## src/rtl/core/ir_beacon_search_sequencer_defines.svh

```systemverilog
// Assertion macros for the IR beacon search sequencer.
`ifndef IR_BEACON_SEARCH_SEQUENCER_DEFINES_SVH
`define IR_BEACON_SEARCH_SEQUENCER_DEFINES_SVH
`ifndef SYNTH
// checked after reset is released
`define IBS_ASSERT(lbl, clk, rstn, prop, msg) \
  lbl: assert property (@(posedge clk) disable iff (!rstn) prop) else $error(msg);
// checked at every edge, reset included
`define IBS_ASSERT_ALWAYS(lbl, clk, prop, msg) \
  lbl: assert property (@(posedge clk) prop) else $error(msg);
`else
`define IBS_ASSERT(lbl, clk, rstn, prop, msg)
`define IBS_ASSERT_ALWAYS(lbl, clk, prop, msg)
`endif
`endif

```

## src/rtl/core/ibs_pkg.sv

```systemverilog
// Types and constants shared by the IR beacon search sequencer.
package ibs_pkg;

  localparam int MAG_W     = 16;
  localparam int ELAPSED_W = 12;
  localparam int SPEED_W   = 7;
  localparam int COUNT_W   = 3;
  localparam int CFG_IDX_W = 3;
  localparam int CFG_DW    = 16;

  localparam logic [ELAPSED_W-1:0] ELAPSED_MAX = '1;

  localparam logic [SPEED_W-1:0] SPEED_STRAFE = 7'd90;
  localparam logic [SPEED_W-1:0] SPEED_FAST   = 7'd60;
  localparam logic [SPEED_W-1:0] SPEED_SLOW   = 7'd30;
  localparam logic [SPEED_W-1:0] SPEED_STOP   = 7'd0;

  // reset values of the configuration registers
  localparam logic [MAG_W-1:0]     RST_FOUND_A  = 16'd20000;
  localparam logic [MAG_W-1:0]     RST_FOUND_B  = 16'd7000;
  localparam logic [MAG_W-1:0]     RST_NEAR_A   = 16'd18000;
  localparam logic [MAG_W-1:0]     RST_NEAR_B   = 16'd6000;
  localparam logic [COUNT_W-1:0]   RST_REQ_CNT  = 3'd4;
  localparam logic [ELAPSED_W-1:0] RST_STRAFE   = 12'd2000;
  localparam logic [ELAPSED_W-1:0] RST_BACKWARD = 12'd2000;

  typedef enum logic [2:0] {
    ST_IDLE     = 3'd0,
    ST_STRAFE   = 3'd1,
    ST_BACK     = 3'd2,
    ST_FWD      = 3'd3,
    ST_FOUND    = 3'd4,
    ST_NOTFOUND = 3'd5
  } state_e;

  typedef enum logic [1:0] {
    DRV_STOP   = 2'd0,
    DRV_STRAFE = 2'd1,
    DRV_BACK   = 2'd2,
    DRV_FWD    = 2'd3
  } drive_e;

  typedef enum logic [1:0] {
    MODE_TICK  = 2'd0,
    MODE_FRAME = 2'd1,
    MODE_START = 2'd2,
    MODE_STOP  = 2'd3
  } mode_e;

  typedef enum logic [CFG_IDX_W-1:0] {
    CFG_SENSOR_SEL = 3'd0,
    CFG_FOUND_A    = 3'd1,
    CFG_FOUND_B    = 3'd2,
    CFG_NEAR_A     = 3'd3,
    CFG_NEAR_B     = 3'd4,
    CFG_REQ_CNT    = 3'd5,
    CFG_STRAFE     = 3'd6,
    CFG_BACKWARD   = 3'd7
  } cfg_idx_e;

  typedef struct packed {
    logic [1:0]       mode;
    logic             skip_strafe;
    logic [MAG_W-1:0] mag_first;
    logic [MAG_W-1:0] mag_second;
  } in_word_t;

  typedef struct packed {
    logic [2:0]         search_state;
    logic [1:0]         drive_cmd;
    logic [SPEED_W-1:0] drive_speed;
    logic [MAG_W-1:0]   filtered_mag;
    logic [MAG_W-1:0]   peak_mag;
    logic               done_found;
    logic               done_failed;
  } out_word_t;

  typedef struct packed {
    logic                 sensor_select;
    logic [MAG_W-1:0]     found_threshold_a;
    logic [MAG_W-1:0]     found_threshold_b;
    logic [MAG_W-1:0]     near_threshold_a;
    logic [MAG_W-1:0]     near_threshold_b;
    logic [COUNT_W-1:0]   required_count;
    logic [ELAPSED_W-1:0] strafe_ms;
    logic [ELAPSED_W-1:0] back_search_ms;
  } cfg_t;

endpackage

```

## src/rtl/core/ibs_cfg.sv

```systemverilog
// Configuration register file of the beacon search sequencer.
module ibs_cfg (
  input  logic                          clk_i,
  input  logic                          rst_ni,
  input  logic                          cfg_we_i,
  input  logic [ibs_pkg::CFG_IDX_W-1:0] cfg_idx_i,
  input  logic [ibs_pkg::CFG_DW-1:0]    cfg_wdata_i,
  output ibs_pkg::cfg_t                 cfg_o
);
  import ibs_pkg::*;

  cfg_t cfg_q, cfg_d;

  // register decode
  always_comb begin
    cfg_d = cfg_q;
    if (cfg_we_i) begin
      unique case (cfg_idx_e'(cfg_idx_i))
        CFG_SENSOR_SEL: cfg_d.sensor_select     = cfg_wdata_i[0];
        CFG_FOUND_A:    cfg_d.found_threshold_a = cfg_wdata_i[MAG_W-1:0];
        CFG_FOUND_B:    cfg_d.found_threshold_b = cfg_wdata_i[MAG_W-1:0];
        CFG_NEAR_A:     cfg_d.near_threshold_a  = cfg_wdata_i[MAG_W-1:0];
        CFG_NEAR_B:     cfg_d.near_threshold_b  = cfg_wdata_i[MAG_W-1:0];
        CFG_REQ_CNT:    cfg_d.required_count    = cfg_wdata_i[COUNT_W-1:0];
        CFG_STRAFE:     cfg_d.strafe_ms         = cfg_wdata_i[ELAPSED_W-1:0];
        CFG_BACKWARD:   cfg_d.back_search_ms    = cfg_wdata_i[ELAPSED_W-1:0];
        default:        cfg_d = cfg_q;
      endcase
    end
  end

  always_ff @(posedge clk_i or negedge rst_ni) begin
    if (!rst_ni) begin
      cfg_q.sensor_select     <= 1'b0;
      cfg_q.found_threshold_a <= RST_FOUND_A;
      cfg_q.found_threshold_b <= RST_FOUND_B;
      cfg_q.near_threshold_a  <= RST_NEAR_A;
      cfg_q.near_threshold_b  <= RST_NEAR_B;
      cfg_q.required_count    <= RST_REQ_CNT;
      cfg_q.strafe_ms         <= RST_STRAFE;
      cfg_q.back_search_ms    <= RST_BACKWARD;
    end else begin
      cfg_q <= cfg_d;
    end
  end

  assign cfg_o = cfg_q;

endmodule

```

## src/rtl/core/ibs_filter.sv

```systemverilog
// Exponential magnitude filter step: f += (raw - f) / 4, floor rounding.
module ibs_filter #(
  parameter int FRACTION_BITS = 8
) (
  input  logic [ibs_pkg::MAG_W+FRACTION_BITS-1:0] filt_i,
  input  logic                                    valid_i,
  input  logic [ibs_pkg::MAG_W-1:0]               raw_i,
  output logic [ibs_pkg::MAG_W+FRACTION_BITS-1:0] filt_o,
  output logic [ibs_pkg::MAG_W-1:0]               int_o
);
  import ibs_pkg::*;

  localparam int FiltW = MAG_W + FRACTION_BITS;

  logic [FiltW-1:0] raw_q8;
  logic [FiltW-1:0] up_diff;
  logic [FiltW:0]   dn_diff;

  assign raw_q8  = {raw_i, {FRACTION_BITS{1'b0}}};
  assign up_diff = raw_q8 - filt_i;
  // rounding toward minus infinity on the way down: add 3 before the shift
  assign dn_diff = {1'b0, filt_i - raw_q8} + (FiltW+1)'(3);

  // first sample loads directly
  always_comb begin
    if (!valid_i) begin
      filt_o = raw_q8;
    end else if (raw_q8 >= filt_i) begin
      filt_o = filt_i + (up_diff >> 2);
    end else begin
      filt_o = filt_i - dn_diff[FiltW+1-1:2];
    end
  end

  assign int_o = filt_o[FiltW-1:FRACTION_BITS];

endmodule

```

## src/rtl/core/ibs_core.sv

```systemverilog
// Search state, timers, filter state and per-word result of the sequencer.
module ibs_core #(
  parameter int FORWARD_TIME_MS  = 3000,
  parameter int FRESH_TIMEOUT_MS = 250,
  parameter int FRACTION_BITS    = 8
) (
  input  logic                clk_i,
  input  logic                rst_ni,
  input  logic                step_i,
  input  ibs_pkg::in_word_t   in_word_i,
  input  ibs_pkg::cfg_t       cfg_i,
  output ibs_pkg::out_word_t  result_o
);
  import ibs_pkg::*;

  localparam int FiltW = MAG_W + FRACTION_BITS;
  localparam int AgeW  = $clog2(FRESH_TIMEOUT_MS + 2);
  localparam logic [AgeW-1:0]      AgeTimeout = AgeW'(FRESH_TIMEOUT_MS);
  localparam logic [AgeW-1:0]      AgeStale   = AgeW'(FRESH_TIMEOUT_MS + 1);
  localparam logic [ELAPSED_W-1:0] FwdTime    = ELAPSED_W'(FORWARD_TIME_MS);

  state_e               state_q, state_d;
  logic [ELAPSED_W-1:0] elapsed_q, elapsed_d;
  logic [AgeW-1:0]      age_q, age_d;
  logic [FiltW-1:0]     filt_q, filt_d;
  logic                 fvalid_q, fvalid_d;
  logic [COUNT_W-1:0]   conf_q, conf_d;
  logic [MAG_W-1:0]     peak_q, peak_d;

  logic [FiltW-1:0]     ema_filt;
  logic [MAG_W-1:0]     ema_int;
  logic [MAG_W-1:0]     raw;
  logic [MAG_W-1:0]     found_thr;
  logic [MAG_W-1:0]     near_thr;
  logic [MAG_W-1:0]     out_int;
  drive_e               cmd;
  logic [SPEED_W-1:0]   speed;

  function automatic drive_e entry_cmd(state_e s);
    unique case (s)
      ST_STRAFE: return DRV_STRAFE;
      ST_BACK:   return DRV_BACK;
      ST_FWD:    return DRV_FWD;
      default:   return DRV_STOP;
    endcase
  endfunction

  function automatic logic [SPEED_W-1:0] entry_speed(state_e s);
    unique case (s)
      ST_STRAFE:      return SPEED_STRAFE;
      ST_BACK, ST_FWD: return SPEED_FAST;
      default:        return SPEED_STOP;
    endcase
  endfunction

  assign raw       = cfg_i.sensor_select ? in_word_i.mag_second : in_word_i.mag_first;
  assign found_thr = cfg_i.sensor_select ? cfg_i.found_threshold_b : cfg_i.found_threshold_a;
  assign near_thr  = cfg_i.sensor_select ? cfg_i.near_threshold_b : cfg_i.near_threshold_a;

  ibs_filter #(
    .FRACTION_BITS(FRACTION_BITS)
  ) u_filter (
    .filt_i (filt_q),
    .valid_i(fvalid_q),
    .raw_i  (raw),
    .filt_o (ema_filt),
    .int_o  (ema_int)
  );

  // next state and drive for one word
  always_comb begin
    logic               is_frame;
    logic               enter_en;
    state_e             enter_st;
    logic [MAG_W-1:0]   fint;
    logic [COUNT_W-1:0] cnt_next;
    logic               detect;

    state_d   = state_q;
    elapsed_d = elapsed_q;
    age_d     = age_q;
    filt_d    = filt_q;
    fvalid_d  = fvalid_q;
    conf_d    = conf_q;
    peak_d    = peak_q;
    cmd       = DRV_STOP;
    speed     = SPEED_STOP;
    is_frame  = (in_word_i.mode == MODE_FRAME);
    enter_en  = 1'b0;
    enter_st  = ST_IDLE;
    fint      = '0;
    cnt_next  = '0;
    detect    = 1'b0;

    unique case (in_word_i.mode) inside
      MODE_START: begin
        filt_d   = '0;
        fvalid_d = 1'b0;
        peak_d   = '0;
        enter_en = 1'b1;
        enter_st = in_word_i.skip_strafe ? ST_BACK : ST_STRAFE;
      end
      MODE_STOP: begin
        enter_en = 1'b1;
        enter_st = ST_IDLE;
      end
      MODE_TICK, MODE_FRAME: begin
        // timers
        if (is_frame) begin
          age_d = '0;
        end else begin
          if (elapsed_q != ELAPSED_MAX) elapsed_d = elapsed_q + 1'b1;
          if (age_q <= AgeTimeout) age_d = age_q + 1'b1;
        end
        // filter: stale data drops it, a frame feeds it
        if (age_d > AgeTimeout) begin
          filt_d   = '0;
          fvalid_d = 1'b0;
          conf_d   = '0;
        end else if (is_frame) begin
          filt_d   = ema_filt;
          fvalid_d = 1'b1;
          if (ema_int > peak_q) peak_d = ema_int;
        end
        fint     = fvalid_d ? filt_d[FiltW-1:FRACTION_BITS] : '0;
        cnt_next = (fint >= found_thr) ?
                   ((conf_d < cfg_i.required_count) ? conf_d + 1'b1 : conf_d) : '0;
        detect   = fvalid_d && is_frame && (cnt_next >= cfg_i.required_count);
        unique case (state_q)
          ST_STRAFE: begin
            cmd   = DRV_STRAFE;
            speed = SPEED_STRAFE;
            if (elapsed_d >= cfg_i.strafe_ms) begin
              enter_en = 1'b1;
              enter_st = ST_BACK;
            end
          end
          ST_BACK: begin
            cmd   = DRV_BACK;
            speed = (fint >= near_thr) ? SPEED_SLOW : SPEED_FAST;
            if (!fvalid_d) conf_d = '0;
            else if (is_frame) conf_d = cnt_next;
            if (detect) begin
              enter_en = 1'b1;
              enter_st = ST_FOUND;
            end else if (elapsed_d >= cfg_i.back_search_ms) begin
              enter_en = 1'b1;
              enter_st = ST_FWD;
            end
          end
          ST_FWD: begin
            cmd   = DRV_FWD;
            speed = (fint >= near_thr) ? SPEED_SLOW : SPEED_FAST;
            if (!fvalid_d) conf_d = '0;
            else if (is_frame) conf_d = cnt_next;
            if (detect) begin
              enter_en = 1'b1;
              enter_st = ST_FOUND;
            end else if (elapsed_d >= FwdTime) begin
              enter_en = 1'b1;
              enter_st = ST_NOTFOUND;
            end
          end
          default: begin
            cmd   = DRV_STOP;
            speed = SPEED_STOP;
          end
        endcase
      end
    endcase

    // state entry resets the phase timer and the confirm count
    if (enter_en) begin
      state_d   = enter_st;
      elapsed_d = '0;
      conf_d    = '0;
      cmd       = entry_cmd(enter_st);
      speed     = entry_speed(enter_st);
    end
  end

  always_ff @(posedge clk_i or negedge rst_ni) begin
    if (!rst_ni) begin
      state_q   <= ST_IDLE;
      elapsed_q <= '0;
      age_q     <= AgeStale;
      filt_q    <= '0;
      fvalid_q  <= 1'b0;
      conf_q    <= '0;
      peak_q    <= '0;
    end else if (step_i) begin
      state_q   <= state_d;
      elapsed_q <= elapsed_d;
      age_q     <= age_d;
      filt_q    <= filt_d;
      fvalid_q  <= fvalid_d;
      conf_q    <= conf_d;
      peak_q    <= peak_d;
    end
  end

  // result word
  assign out_int                = fvalid_d ? filt_d[FiltW-1:FRACTION_BITS] : '0;
  assign result_o.search_state  = state_d;
  assign result_o.drive_cmd     = cmd;
  assign result_o.drive_speed   = speed;
  assign result_o.filtered_mag  = out_int;
  assign result_o.peak_mag      = peak_d;
  assign result_o.done_found    = (state_d == ST_FOUND);
  assign result_o.done_failed   = (state_d == ST_NOTFOUND);

endmodule

```

## src/rtl/core/ir_beacon_search_sequencer.sv

```systemverilog
// IR beacon search sequencer: top level with input and result registers.
//
// Input channel (in_valid_i/in_ready_o/in_data_i) takes one word per cycle:
// while in_ready_o is high: a 1 ms tick, a sensor frame with two magnitudes,
// a start (optionally skipping the strafe) or a stop. Each word yields exactly
// one result word on the output channel (out_valid_o/out_ready_i/out_data_o):
// search state, drive command and speed, filtered and peak magnitude, done flags.
// An accepted word goes from the input register into the result register.
// Throughput: one word per cycle while the receiver takes results; the search
// state update is a single pass of compares, one shift-add filter step and
// counter updates between the input and result registers. When the receiver
// stalls, the result register holds its word, the input register takes one
// more word, and in_ready_o drops until the result leaves. Reset clears the
// search state to idle, marks sensor data stale, empties both registers and
// loads the configuration defaults. Configuration words are written by the user
// via cfg_we_i/cfg_idx_i/cfg_wdata_i only while the block is idle (unenforced).
`include "ir_beacon_search_sequencer_defines.svh"
module ir_beacon_search_sequencer #(
  parameter int FORWARD_TIME_MS  = 3000,
  parameter int FRESH_TIMEOUT_MS = 250,
  parameter int FRACTION_BITS    = 8
) (
  input  logic                          clk_i,
  input  logic                          rst_ni,
  input  logic                          cfg_we_i,
  input  logic [ibs_pkg::CFG_IDX_W-1:0] cfg_idx_i,
  input  logic [ibs_pkg::CFG_DW-1:0]    cfg_wdata_i,
  input  logic                          in_valid_i,
  output logic                          in_ready_o,
  input  ibs_pkg::in_word_t             in_data_i,
  output logic                          out_valid_o,
  input  logic                          out_ready_i,
  output ibs_pkg::out_word_t            out_data_o
);
  import ibs_pkg::*;

  cfg_t      cfg;
  in_word_t  in_word_q;
  logic      in_valid_q, in_valid_d;
  out_word_t out_word_q, result;
  logic      out_valid_q, out_valid_d;
  logic      advance;
  logic      in_accept;

  ibs_cfg u_cfg (
    .clk_i      (clk_i),
    .rst_ni     (rst_ni),
    .cfg_we_i   (cfg_we_i),
    .cfg_idx_i  (cfg_idx_i),
    .cfg_wdata_i(cfg_wdata_i),
    .cfg_o      (cfg)
  );

  // word moves from the input register into the result register
  assign advance    = in_valid_q && (!out_valid_q || out_ready_i);
  assign in_ready_o = !in_valid_q || advance;
  assign in_accept  = in_valid_i && in_ready_o;

  ibs_core #(
    .FORWARD_TIME_MS (FORWARD_TIME_MS),
    .FRESH_TIMEOUT_MS(FRESH_TIMEOUT_MS),
    .FRACTION_BITS   (FRACTION_BITS)
  ) u_core (
    .clk_i    (clk_i),
    .rst_ni   (rst_ni),
    .step_i   (advance),
    .in_word_i(in_word_q),
    .cfg_i    (cfg),
    .result_o (result)
  );

  assign in_valid_d  = in_accept || (in_valid_q && !advance);
  assign out_valid_d = advance || (out_valid_q && !out_ready_i);

  // handshake flags
  always_ff @(posedge clk_i or negedge rst_ni) begin
    if (!rst_ni) begin
      in_valid_q  <= 1'b0;
      out_valid_q <= 1'b0;
    end else begin
      in_valid_q  <= in_valid_d;
      out_valid_q <= out_valid_d;
    end
  end

  // payload registers
  always_ff @(posedge clk_i) begin
    if (in_accept) in_word_q <= in_data_i;
    if (advance) out_word_q <= result;
  end

  assign out_valid_o = out_valid_q;
  assign out_data_o  = out_word_q;

  // filter output never exceeds the tracked peak
  `IBS_ASSERT(a_filt_le_peak, clk_i, rst_ni, out_valid_q |-> (out_word_q.filtered_mag <= out_word_q.peak_mag), "filtered magnitude above peak")
  // parked states never drive the motors
  `IBS_ASSERT(a_parked_stopped, clk_i, rst_ni, (out_valid_q && (out_word_q.search_state == ST_IDLE || out_word_q.search_state == ST_FOUND || out_word_q.search_state == ST_NOTFOUND)) |-> (out_word_q.drive_cmd == DRV_STOP && out_word_q.drive_speed == SPEED_STOP), "drive active in a parked state")
  // a start clears the peak
  `IBS_ASSERT(a_start_clears_peak, clk_i, rst_ni, (advance && in_word_q.mode == MODE_START) |=> (out_word_q.peak_mag == '0 && out_word_q.filtered_mag == '0), "start did not clear peak")
  // a word waiting in the input register is never dropped
  `IBS_ASSERT_ALWAYS(a_no_drop, clk_i, (rst_ni && in_valid_q && !advance) |=> (!rst_ni || in_valid_q), "input word lost while stalled")

endmodule
```

## config.mk

```make
export PLATFORM = sky130hd
export DESIGN_NAME = ir_beacon_search_sequencer
export DESIGN_NICKNAME = d
export VERILOG_FILES = /design/src/rtl/core/ibs_pkg.sv /design/src/rtl/core/ibs_cfg.sv /design/src/rtl/core/ibs_filter.sv /design/src/rtl/core/ibs_core.sv /design/src/rtl/core/ir_beacon_search_sequencer.sv
export VERILOG_INCLUDE_DIRS = /design/src /design/src/rtl/core
export SDC_FILE = /design/constraint.sdc
export NUM_CORES = 1
export LEC_CHECK = 0
export ABC_AREA = 1
export BUFFER_PORTS_ARGS = -buffer_cell sky130_fd_sc_hd__buf_2
export CORE_MARGIN = 8
export CORE_UTILIZATION = 55
export DETAILED_ROUTE_END_ITERATION = 10
export PLACE_DENSITY = 0.84
export SLEW_MARGIN = 20
export SYNTH_ARGS = -nofsm -noshare
export SYNTH_HDL_FRONTEND = slang
export SYNTH_SLANG_ARGS = --single-unit
```

## constraint.sdc

```tcl
create_clock -name clk_i -period 9.35 [get_ports clk_i]
set_input_delay 0.4675 -clock clk_i [delete_from_list [all_inputs] [get_ports clk_i]]
set_output_delay 0.4675 -clock clk_i [all_outputs]
set_load 0.01 [all_outputs]
```

==> key figures <==
Die
  – Die Wd: 189.4 µm
  – Ports: 107
  – Die Height: 189.4 µm
  – Core Area: 29,640 µm²
  – Starting Density: 0.5579
  – Cell Rows: 63
  – Die area: 35,870 µm²

Drt
  – Routed vias/inst: 5.820
  – Vias: 15,231
  – First DRT Iteration DRCs: 1,343
  – Router iterations before antenna repair: 5
  – DRT Wirelength: 48,670 µm
  – DRT antenna net count: 0
  – DR WL/cell: 18.60 µm
  – DR DRC count: 0

Synthesis
  – Primary FF master, synth: dfrtp_1
  – Asr flop ratio synth: 0.6736
  – Sequential-to-total area share from yosys stat: 0.3886
  – Post-synth EDFFs: 78
  – Ys Warns: 0
  – Register bit total from synthesis: 239
  – Avg Cell Area, Syn: 7.807 µm²
  – Mapped Area: 16,540 µm²
  – Synth Instances: 2,118
  – Netlist cell types: 59
  – Syn nets: 2,317

Placed design
  – Setup Slack @ Placement: 0.1294 ns
  – DP HPWL: 37,670 µm
  – Port bufs: 105
  – Gpl congestion: 1.048

Global route
  – Largest net degree at the start of global routing: 89
  – Vias in the first global route: 14,827
  – Total gr overflow: 0
  – Tot GR Track Use: 0.2655
  – Antenna violations before repair: 2
  – Global-route wire length before repair: 77,370 µm

Clocking
  – Clock Root Buffer: clkbuf_16
  – Clk slew on worst S/H paths: 0.06 ns
  – Clk buf depth: 3
  – CTS tree: yes
  – Post-CTS Setup Inserts: 0
  – CTS Buf Count: 25
  – Clock sinks: 239
  – Clk_lat worst skew: 0.53 ns
  – CTS H-Tree Depth: 1

Layout
  – Share of layout cells above drive strength 1: 0.1352
  – Filler cells: 2,571
  – # diodes: 0
  – Final #Nets: 2,408
  – Commonest non-fill, non-tap cell in the layout: nand2_1
  – Layout Area Growth over Synthesis: 10.35%
  – Most frequent cells in the layout: 471 x nand2_1, 291 x inv_1, 228 x o21ai_0

Timing
  – Tcrit/Tclk final: 0.9240
  – Worst setup margin: 0.7107 ns
  – WHS: -0.01219 ns
  – Worst slew pin tran: 1.036 ns
  – Final Skew: 0.01604 ns
  – Fmax: 115.8 MHz
  – Final Hold Violating Endpoints: 3
  – Setup Viol. Count Final: 0
  – Max Slew Vio Count: 0
  – Slew HR: 0.3077
  – Fin crit period: 8.639 ns

Worst setup path
  – Crit path DAT: 9.02 ns
  – Req. time, crit path: 9.73 ns
  – CP dominant cell by count: nand2_1
  – Critical path startpoint category: register
  – Critical path type: reg -> reg
  – Crit Path Max Fanout: 15
  – Largest stage delay on the critical path: 0.56 ns
  – Endpoint class of the critical path: register
  – CP max stage cell: o21ai_1

Power
  – Clk pwr share: 0.186
  – Internal: 2.702 mW
  – Sw Ratio: 0.4557
  – Sw power: 2.262 mW
  – Max VDD drop: 0.0001845 V
  – Comb pwr share: 0.528
  – Tot Pwr: 4.964 mW
  – PwrDens: 272.1 nW/µm²
  – Sequential group share of total power: 0.286
  – Leak pwr: 8.898 nW

Status
  – Failing checks: hold timing
  – Status: complete, but fails checks

Min path
  – Hold Crit Class: in -> async

Job
  – Max Cap Viol: 0
state kept, by name (all words and copies together) (netlist names), 3 cells and up:
name	count
u_core.state_q	3
u_core.age_q	8
u_core.peak_q	16
in_word_q	35
u_core.conf_q	3
u_cfg.cfg_o	92
u_core.filt_q	24
u_core.elapsed_q	12
out_data_o	43
critical path, delay by kind of cell (launching register included):
kind / cells / cell delay, ns
compound gates: 18 / 3.74
buf+inv: 6 / 0.75
xor+xnor: 1 / 0.12
simple gates: 19 / 2.11
fa+ha+maj: 4 / 1.42
flops: 1 / 0.35
layout make-up:
type,instances,area [µm²],share of cell area
well taps,390,488.0,0.02674
repair buffers,127,696.9,0.03819
clock inverters,10,70.07,0.003840
inverters,303,1139,0.06240
flip-flops and latches,239,6427,0.3522
multi-input cells,1513,8763,0.4803
clock buffers,35,663.1,0.03634
per-layer routing:
metal | global-route usage | wire length [µm]
met5 | 0 | 27
met2 | 0.4512 | 23270
met4 | 0.1124 | 2136
met3 | 0.04194 | 3604
met1 | 0.3310 | 19630
power by group through the flow:
stage / logic (mW) / clock network [mW] / registers (mW)
6_report: 2.62 / 0.923 / 1.42
5_1_grt: 2.89 / 0.974 / 1.44
4_1_cts: 2.55 / 0.932 / 1.41
3_5_place_dp: 2.52 / 0 / 1.43
3_3_place_gp: 2.48 / 0 / 1.43
2_1_floorplan: 1.79 / 0 / 1.40
stage by stage:
stage / utilization / std cells / instance area [µm²] / setup TNS [ns]
3_3_place_gp: 0.5889 / 2572 / 17450 / 0
4_1_cts: 0.6136 / 2617 / 18190 / 0
3_5_place_dp: 0.5889 / 2572 / 17450 / 0
2_1_floorplan: - / 2118 / 16540 / 0
6_report: 0.6157 / 2617 / 18250 / 0
5_1_grt: 0.6157 / 2617 / 18250 / -0.0002549
logic make-up (layout without fill, tap and decap cells):
kind of cell | after synthesis | in the layout | synth area share
multiplexers | 33 | 33 | 0.01998
AO/OA/AOI/OAI | 475 | 475 | 0.1566
XOR/XNOR | 50 | 50 | 0.02694
other | 1 | 1 | 0.0002268
flip-flops | 239 | 239 | 0.3886
AND/OR/NAND/NOR | 814 | 814 | 0.2152
adder cells (fa/ha/maj) | 140 | 140 | 0.1068
buffers and inverters | 366 | 475 | 0.08558
worst paths after layout:
path                       cells after the start                          from                             to  slack (ns)
setup / recovery                              48   u_cfg.cfg_o[91]$_DFFE_PN0P_        out_data_o[1]$_DFFE_PP_        0.71
hold reg to reg                                2  u_core.conf_q[0]$_DFFE_PN0P_   u_core.conf_q[0]$_DFFE_PN0P_        0.49
min in group clk_i                             1                  in_data_i[3]         in_word_q[3]$_DFFE_PP_        0.10
max in group asynchronous                      2                        rst_ni  u_core.peak_q[13]$_DFFE_PN0P_        7.84
hold / removal                                 1                        rst_ni    u_cfg.cfg_o[66]$_DFFE_PN0P_       -0.01
setup reg to reg                              48   u_cfg.cfg_o[91]$_DFFE_PN0P_        out_data_o[1]$_DFFE_PP_        0.71
timing repair:
action                     4_1_cts  5_1_grt
gates resized for setup          0       19
setup endpoints to repair        0       29
hold buffers                     0        0
cells in the mapped netlist (5+ instances only):
| master | n | area [µm²] |
|---|---|---|
| dfstp_2 | 44 | 1156 |
| ha_1 | 138 | 1727 |
| a31oi_1 | 8 | 50.05 |
| or2_2 | 24 | 150.1 |
| dfrtp_1 | 117 | 2928 |
| nor2_1 | 124 | 465.5 |
| buf_2 | 5 | 25.02 |
| inv_2 | 7 | 26.28 |
| o21bai_1 | 7 | 52.55 |
| edfxtp_1 | 78 | 2342 |
| o21a_1 | 5 | 37.54 |
| nand4_1 | 20 | 125.1 |
| buf_4 | 7 | 52.55 |
| inv_1 | 291 | 1092 |
| nor2_4 | 5 | 56.30 |
| nor4_1 | 5 | 31.28 |
| nor2_2 | 12 | 75.07 |
| nand2_1 | 471 | 1768 |
| o31ai_1 | 5 | 37.54 |
| o21ai_1 | 15 | 75.07 |
| xor2_1 | 37 | 324.1 |
| nand2_2 | 21 | 131.4 |
| o22ai_1 | 43 | 269.0 |
| a21o_1 | 6 | 45.04 |
| o211ai_1 | 11 | 82.58 |
| clkbuf_1 | 47 | 176.4 |
| nor3_1 | 17 | 85.08 |
| xnor2_1 | 12 | 105.1 |
| nand3_1 | 97 | 485.5 |
| a21oi_1 | 119 | 595.6 |
| mux2i_1 | 33 | 330.3 |
| o21ai_0 | 236 | 1181 |
Power figures use the tool's default switching activity.
